`src/hdl/tlba_pkg.sv`:
```
`timescale 1ns / 1ps
// ----------------------------------------------------------------------------
// tlba_pkg: shared types and constants for the aging tlb
// sizes of an entry, the entry record that moves along the ring of cells and
// the control record from the sequencer to the scan unit
// ----------------------------------------------------------------------------
package tlba_pkg;

   localparam int ENTRIES    = 16;
   localparam int PAGE_BITS  = 16;
   localparam int FRAME_BITS = 8;
   localparam int AGE_BITS   = 32;
   localparam int IDX_BITS   = (ENTRIES > 1) ? $clog2(ENTRIES) : 1;

   // operation codes
   localparam logic FUNC_LOOKUP = 1'b0;
   localparam logic FUNC_INSERT = 1'b1;

   typedef logic [IDX_BITS-1:0]   idx_type;
   typedef logic [PAGE_BITS-1:0]  page_type;
   typedef logic [FRAME_BITS-1:0] frame_type;
   typedef logic [AGE_BITS-1:0]   age_type;

   // one tlb entry as held by a cell
   typedef struct packed {
      logic      valid;
      page_type  tag;
      frame_type frame;
      logic      readonly;
      age_type   age;
   } entry_type;

   // sequencer to scan unit
   typedef struct packed {
      logic     active;
      logic     first;
      logic     func;
      page_type vpage;
      logic     write_access;
      idx_type  step;
   } scan_ctrl_type;

endpackage

```
`src/hdl/tlb_aging_lru.sv`:
```
`timescale 1ns / 1ps
// ----------------------------------------------------------------------------
// tlb_aging_lru: fully associative tlb with aging victim choice
// entries sit in a ring of cells that turns once per item past a scan unit;
// a lookup matches and ages entries on the way, an insert finds the lowest
// age and then writes the victim cell directly
// ----------------------------------------------------------------------------
//
//   channel   ports                                 handshake
//   request   req_func req_vpage req_write_access   start high, busy low
//             req_frame_in req_readonly_in
//   response  rsp_hit rsp_frame_out                 rsp_valid, one cycle,
//             rsp_readonly_write                    never held off
//
// sequence: a lookup turns the ring past the single scan unit, one entry per
// ring step, then responds; an insert adds the victim write before the response.
// a new item may be started in the response cycle.
// reset: all entries invalid with zero age, sequencer idle.
// the response side cannot stall, so nothing waits on the receiver.
// ----------------------------------------------------------------------------
module tlb_aging_lru (
   input  logic                       clock,
   input  logic                       reset,
   input  logic                       start,
   output logic                       busy,
   input  logic                       req_func,
   input  tlba_pkg::page_type         req_vpage,
   input  logic                       req_write_access,
   input  tlba_pkg::frame_type        req_frame_in,
   input  logic                       req_readonly_in,
   output logic                       rsp_valid,
   output logic                       rsp_hit,
   output tlba_pkg::frame_type        rsp_frame_out,
   output logic                       rsp_readonly_write
);

   localparam logic [1:0] ST_IDLE  = 2'd0;
   localparam logic [1:0] ST_SCAN  = 2'd1;
   localparam logic [1:0] ST_WRITE = 2'd2;
   localparam logic [1:0] ST_RESP  = 2'd3;

   logic [1:0]              state_ff, state_in;
   tlba_pkg::idx_type       step_ff, step_in;
   logic                    func_ff;
   tlba_pkg::page_type      vpage_ff;
   logic                    wr_ff;
   tlba_pkg::frame_type     frame_ff;
   logic                    ro_ff;
   logic                    accept;
   logic                    last_step;
   logic                    shift_en;
   tlba_pkg::scan_ctrl_type scan_ctrl;
   tlba_pkg::entry_type     cell_q [tlba_pkg::ENTRIES];
   tlba_pkg::entry_type     tail;
   tlba_pkg::entry_type     new_entry;
   logic [tlba_pkg::ENTRIES-1:0] load_en;
   tlba_pkg::idx_type       victim;
   tlba_pkg::age_type       victim_age;

   assign busy      = (state_ff == ST_SCAN) || (state_ff == ST_WRITE);
   assign accept    = start && !busy;
   assign last_step = (step_ff == tlba_pkg::idx_type'(tlba_pkg::ENTRIES - 1));
   assign shift_en  = (state_ff == ST_SCAN);

   // sequencer
   always_comb begin
      state_in = state_ff;
      step_in  = step_ff;
      case (state_ff)
         ST_IDLE, ST_RESP: begin
            state_in = accept ? ST_SCAN : ST_IDLE;
            step_in  = '0;
         end
         ST_SCAN: begin
            step_in = step_ff + 1'b1;
            if (last_step) begin
               state_in = (func_ff == tlba_pkg::FUNC_INSERT) ? ST_WRITE : ST_RESP;
            end
         end
         ST_WRITE: begin
            state_in = ST_RESP;
         end
         default: begin
            state_in = ST_IDLE;
         end
      endcase
   end

   always_ff @(posedge clock) begin
      if (reset) begin
         state_ff <= ST_IDLE;
         step_ff  <= '0;
      end else begin
         state_ff <= state_in;
         step_ff  <= step_in;
      end
   end

   // request capture
   always_ff @(posedge clock) begin
      if (accept) begin
         func_ff  <= req_func;
         vpage_ff <= req_vpage;
         wr_ff    <= req_write_access;
         frame_ff <= req_frame_in;
         ro_ff    <= req_readonly_in;
      end
   end

   // scan unit control
   always_comb begin
      scan_ctrl.active       = shift_en;
      scan_ctrl.first        = (step_ff == '0);
      scan_ctrl.func         = func_ff;
      scan_ctrl.vpage        = vpage_ff;
      scan_ctrl.write_access = wr_ff;
      scan_ctrl.step         = step_ff;
   end

   tlba_scan u_scan (
      .clock          (clock),
      .ctrl           (scan_ctrl),
      .head           (cell_q[0]),
      .tail           (tail),
      .hit            (rsp_hit),
      .frame_out      (rsp_frame_out),
      .readonly_write (rsp_readonly_write),
      .victim         (victim),
      .victim_age     (victim_age)
   );

   // entry written by an insert, aged once with its top bit set
   always_comb begin
      new_entry.valid    = 1'b1;
      new_entry.tag      = vpage_ff;
      new_entry.frame    = frame_ff;
      new_entry.readonly = ro_ff;
      new_entry.age      = {1'b1, victim_age[tlba_pkg::AGE_BITS-1:1]};
   end

   // ring of cells; the scanned head re-enters at the tail
   for (genvar i = 0; i < tlba_pkg::ENTRIES; i++) begin : g_cell
      assign load_en[i] = (state_ff == ST_WRITE) && (victim == tlba_pkg::idx_type'(i));
      tlba_cell u_cell (
         .clock      (clock),
         .reset      (reset),
         .shift_en   (shift_en),
         .shift_data ((i == tlba_pkg::ENTRIES - 1) ? tail : cell_q[(i + 1) % tlba_pkg::ENTRIES]),
         .load_en    (load_en[i]),
         .load_data  (new_entry),
         .entry      (cell_q[i])
      );
   end

   assign rsp_valid = (state_ff == ST_RESP);

`ifndef ASSERT_OFF
   // an accepted item keeps the block busy in the next cycle
   a_accept_busy: assert property (@(posedge clock) disable iff (reset)
      accept |=> busy)
      else $error("accepted item did not make the block busy");

   // one response per item: the strobe is never held high
   a_single_resp: assert property (@(posedge clock) disable iff (reset)
      rsp_valid |=> !rsp_valid)
      else $error("response strobe held for two cycles");

   // a miss carries no frame and no copy-on-write flag
   a_miss_clean: assert property (@(posedge clock) disable iff (reset)
      (rsp_valid && !rsp_hit) |-> (rsp_frame_out == '0) && !rsp_readonly_write)
      else $error("miss response carries frame or flag");

   // an insert writes exactly one cell and only then
   a_one_load: assert property (@(posedge clock) disable iff (reset)
      (state_ff == ST_WRITE) |-> $onehot(load_en))
      else $error("insert write does not hit exactly one cell");
`endif

endmodule

```
`src/hdl/tlba_cell.sv`:
```
`timescale 1ns / 1ps
// ----------------------------------------------------------------------------
// tlba_cell: one storage cell of the entry ring
// holds one entry; takes its neighbour's entry when the ring shifts and a new
// entry when the insert write picks this place
// ----------------------------------------------------------------------------
module tlba_cell (
   input  logic                 clock,
   input  logic                 reset,
   input  logic                 shift_en,
   input  tlba_pkg::entry_type  shift_data,
   input  logic                 load_en,
   input  tlba_pkg::entry_type  load_data,
   output tlba_pkg::entry_type  entry
);

   tlba_pkg::entry_type entry_ff;
   tlba_pkg::entry_type entry_in;

   // next entry: hold, take from neighbour or load
   always_comb begin
      entry_in = entry_ff;
      if (shift_en) begin
         entry_in = shift_data;
      end else if (load_en) begin
         entry_in = load_data;
      end
   end

   // valid and age start cleared, the rest is payload
   always_ff @(posedge clock) begin
      entry_ff.tag      <= entry_in.tag;
      entry_ff.frame    <= entry_in.frame;
      entry_ff.readonly <= entry_in.readonly;
      if (reset) begin
         entry_ff.valid <= 1'b0;
         entry_ff.age   <= '0;
      end else begin
         entry_ff.valid <= entry_in.valid;
         entry_ff.age   <= entry_in.age;
      end
   end

   assign entry = entry_ff;

endmodule

```
`src/hdl/tlba_scan.sv`:
```
`timescale 1ns / 1ps
// ----------------------------------------------------------------------------
// tlba_scan: scan unit at the head of the entry ring
// looks at one entry per cycle: tag match and ageing for lookups, running
// minimum of the ages for inserts; keeps the result of the pass
// ----------------------------------------------------------------------------
module tlba_scan (
   input  logic                      clock,
   input  tlba_pkg::scan_ctrl_type   ctrl,
   input  tlba_pkg::entry_type       head,
   output tlba_pkg::entry_type       tail,
   output logic                      hit,
   output tlba_pkg::frame_type       frame_out,
   output logic                      readonly_write,
   output tlba_pkg::idx_type         victim,
   output tlba_pkg::age_type         victim_age
);

   logic                hit_ff, hit_in;
   tlba_pkg::frame_type frame_ff, frame_in;
   logic                rw_ff, rw_in;
   tlba_pkg::idx_type   victim_ff, victim_in;
   tlba_pkg::age_type   min_ff, min_in;
   logic                lookup;
   logic                match;

   assign lookup = (ctrl.func == tlba_pkg::FUNC_LOOKUP);
   assign match  = lookup && head.valid && (head.tag == ctrl.vpage);

   // entry going back into the ring: a lookup ages it, an insert leaves it
   always_comb begin
      tail = head;
      if (lookup) begin
         tail.age = {match, head.age[tlba_pkg::AGE_BITS-1:1]};
      end
   end

   // accumulate over the pass; entries arrive in index order
   always_comb begin
      hit_in    = ctrl.first ? 1'b0 : hit_ff;
      frame_in  = ctrl.first ? '0 : frame_ff;
      rw_in     = ctrl.first ? 1'b0 : rw_ff;
      victim_in = victim_ff;
      min_in    = min_ff;
      if (match) begin
         hit_in   = 1'b1;
         frame_in = head.frame;
         if (ctrl.write_access && head.readonly) begin
            rw_in = 1'b1;
         end
      end
      // lowest index wins a tie, so only a strictly smaller age replaces
      if (ctrl.first || (head.age < min_ff)) begin
         victim_in = ctrl.step;
         min_in    = head.age;
      end
   end

   always_ff @(posedge clock) begin
      if (ctrl.active) begin
         hit_ff    <= hit_in;
         frame_ff  <= frame_in;
         rw_ff     <= rw_in;
         victim_ff <= victim_in;
         min_ff    <= min_in;
      end
   end

   assign hit            = hit_ff;
   assign frame_out      = frame_ff;
   assign readonly_write = rw_ff;
   assign victim         = victim_ff;
   assign victim_age     = min_ff;

endmodule

```
`config.mk`:
```
export PLATFORM = sky130hd
export DESIGN_NAME = tlb_aging_lru
export DESIGN_NICKNAME = d
export VERILOG_FILES = /design/src/hdl/tlba_pkg.sv /design/src/hdl/tlb_aging_lru.sv /design/src/hdl/tlba_cell.sv /design/src/hdl/tlba_scan.sv
export SDC_FILE = /design/constraint.sdc
export NUM_CORES = 2
export LEC_CHECK = 0
export ABC_CLOCK_PERIOD_IN_PS = 3000
export BUFFER_PORTS_ARGS = -buffer_cell sky130_fd_sc_hd__buf_2
export CAP_MARGIN = 15
export CELL_PAD_IN_SITES_DETAIL_PLACEMENT = 1
export CELL_PAD_IN_SITES_GLOBAL_PLACEMENT = 2
export CORE_AREA = 3 3 352 319
export CTS_CLUSTER_SIZE = 20
export DETAILED_ROUTE_END_ITERATION = 8
export DIE_AREA = 0 0 355 322
export PLACE_DENSITY_LB_ADDON = 0.1
export SETUP_SLACK_MARGIN = 0.4
export SYNTH_ARGS = -nofsm -noshare
export SYNTH_HDL_FRONTEND = slang
export SYNTH_SLANG_ARGS = --single-unit
```
`constraint.sdc`:
```
create_clock -name clock -period 3 [get_ports clock]
set_input_delay 0.75 -clock clock [delete_from_list [all_inputs] [get_ports clock]]
set_output_delay 0.75 -clock clock [all_outputs]
set_load 0.02 [all_outputs]
```
==> out/qor.yml <==
synth_edf_count: 473
start_kind: "register"
syn_avg_cell_area_um2: 9.99
fin_setup_tns_ns: 0
critPathArrivalTime_ns: 3.09
slowest_stage: "edfxtp_1"
crit_fanout: 24
ctsHoldBuffers: 0
crit_required_ns: 3.38
die_w_um: 355
drtIter0Drc: 1950
synth_area_um2: 40100
area_delta_synth_final_pct: 14.0
hold_violations: 0
grt_pass1_wl_um: 174000
fmax_ghz: 0.369
slew_headroom_pct: 20.0
async_reset_ff_share_pct: 0
initial_core_util_pct: 36.8
critPathMaxStageDelay_ns: 0.40
synth.distinct_cells: 48
ant_nets: 0
cts.sink_count: 1007
fin_worst_skew_ns: 0.0251
post-route-drc-count: 0
num_vias: 28707
crit_type: "register to register"
setup_viol: 0
drv_slew: 0
ys_ff_latch: 1007
ys_warn_count: 0
synth_ff_type: "dfxtp_1"
routedWlPerCell_um: 19.8
maxCapViolCount: 0
cts_tree: "built"
worst_pin_slew_ns: 1.20
cts_root_buf: "clkbuf_16"
drt-met1-wl_um: 54900
r2r_slack_ns: 0.29
coreArea_um2: 109000
die_y_um: 322
nets: 3998
first_pass_iters: 5
layout-drive-gt1-share_pct: 10.4
grt_pass1_vias: 29576
wl_met3_um: 2870
design.die.area_um2: 114000
numCtsBuffers: 109
clk_pin_slew_worst_paths_ns: 0.06
h-tree-depth: 3
cellLeakagePower_nw: 16.7
seq_area_frac_synth_pct: 62.0
n_antenna_cell: 0
highest_layer: "met5"
overflow: 0
viasPerCell: 5.23
antenna_found_initial: 3
status: "complete, no violations"
io_pins: 42
p_per_area_nw_per_um2: 1180
setup_slack_ns: 0.288
irDropWorstVdd_uv: 986
dp_hpwl_um: 61300
worstSetupEndpointType: "register"
period_share_pct: 90.4
cp_common_cell: "a211o_1"
hp-class: "input port to register"
gp_congestion: 0.747
clk_latency_ns: 0.70
grt_max_degree: 233
grt_use_total_pct: 19.0
crit_chain: "inv_2 -> ha_4 -> a211o_1 -> a31oi_1 -> o221ai_1 -> a221o_1 -> a211o_1 -> a21oi_4 -> buf_12"
dp_worst_setup_slack_ns: 0.246
min_period_ns: 2.71
syn_nets: 4084
wl_met2_um: 48800
synthCells: 4017
routed_wl_um: 109000
clk_path_buf_depth: 3
rsz0062_at_grt: "yes"
port_buffers: 41
num_rows: 115
-- sequential cells by signal, indices dropped and copies added (netlist names) --
signal,flops
state_ff,2
u_scan.hit,1
g_cell.u_cell.entry,928
step_ff,4
u_scan.frame_out,8
func_ff,1
frame_ff,8
vpage_ff,16
u_scan.victim_age,32
wr_ff,1
ro_ff,1
u_scan.readonly_write,1
u_scan.victim,4
-- metal layers --
layer,up-vias,track usage [%]
li1,13926,-
met1,14330,27.8
met2,316,29.9
met3,133,2.61
met4,2,4.09
met5,-,0
-- report_power, final --
group | switching (mW) | leakage [nW] | internal [mW] | total (mW)
Combinational | 11.9 | 6.03 | 5.46 | 17.3
Sequential | 2.16 | 8.78 | 20.4 | 22.5
Clock | 5.74 | 1.87 | 8.32 | 14.1
Total | 19.8 | 16.7 | 34.2 | 53.9
-- final cells by class --
class / instances / area, um2
fillers: 12095 / 63300
flip-flops and latches: 1007 / 24900
multi-input cells: 2624 / 13500
clock buffers: 134 / 2960
well taps: 1462 / 1830
repair buffers: 148 / 1570
clock inverters: 73 / 795
inverters: 41 / 155
-- critical path: cells and delay by family (launching register included) --
family          cells  cell delay, ns
fa+ha+maj           1            0.20
flops               1            0.40
buf+inv             2            0.33
compound gates      6            1.49
-- layout by cell type (no fill, tap or decap), drive strengths merged, types with 6 or more instances in the layout --
cell type,count
clkbuf,134
o21ai,7
nand3,12
o221a,32
a21o,6
ha,37
nand4,6
a211oi,467
bufinv,15
a21oi,545
edfxtp,473
dfxtp,534
inv,45
xor2,15
buf,148
and2,9
mux2,31
nand2,856
nor2,572
clkinv,53
-- per-stage QoR --
step	hold slack [ns]	total power [mW]	instances	cell area [um2]	utilization (%)
floorplan	0.442	34.1	4017	40100	-
global placement	0.466	39.6	5276	41900	38.4
detailed placement	0.480	40.3	5276	41900	38.4
CTS	0.167	54.8	5487	45700	41.9
global route	0.172	57.8	5489	45800	41.9
finish	0.231	53.9	5489	45800	41.9
-- synthesized netlist by cell type (all sizes together), types with 2 or more instances --
cell type    n  area share, %
nand2      856            8.0
nor2       572            5.3
a21oi      545            6.8
dfxtp      534             27
edfxtp     473             35
a211oi     467            8.7
buf        264            3.5
clkbuf      81           0.76
inv         40           0.37
ha          37            1.2
o221a       32           0.90
mux2        31           0.87
xor2        15           0.33
nand3       12           0.15
and2         9           0.14
o21ai        7          0.087
a21o         6           0.12
nand4        6          0.094
nor4         4          0.078
and2b        3          0.062
nor3         3          0.037
a211o        2          0.044
a31oi        2          0.047
and3         2          0.031
nand2b       2          0.031
nor2b        2          0.037
-- path summary, 6_finish.rpt --
| check | start | endpoint | depth (start not counted) |
|---|---|---|---|
| max | u_scan.victim_age[2] | u_scan.victim_age[25] | 9 |
| min | req_frame_in[1] | frame_ff[1] | 1 |
| max reg2reg | u_scan.victim_age[2] | u_scan.victim_age[25] | 9 |
| min reg2reg | g_cell[15].u_cell.entry[6] | g_cell[15].u_cell.entry[6] | 2 |
-- cells by family (layout without fill, tap and decap cells) --
group                    after synthesis  count (layout)  synth area share [%]
AO/OA/AOI/OAI                       1064            1064                  16.8
XOR/XNOR                              16              16                 0.349
adder cells (fa/ha/maj)               37              37                  1.15
buffers and inverters                386             396                  4.68
flip-flops                          1007            1007                  62.0
multiplexers                          31              31                 0.870
AND/OR/NAND/NOR                     1476            1476                  14.1
-- what timing repair did --
| item | in CTS | in global routing |
|---|---|---|
| setup buffers | 3 | 1 |
| endpoints found under the hold margin | 0 | 0 |
| endpoints found under the setup margin | 49 | 39 |
| resized for setup | 11 | 2 |
| cloned | 1 | 0 |
Note: power is estimated with default switching activity, not from simulation.
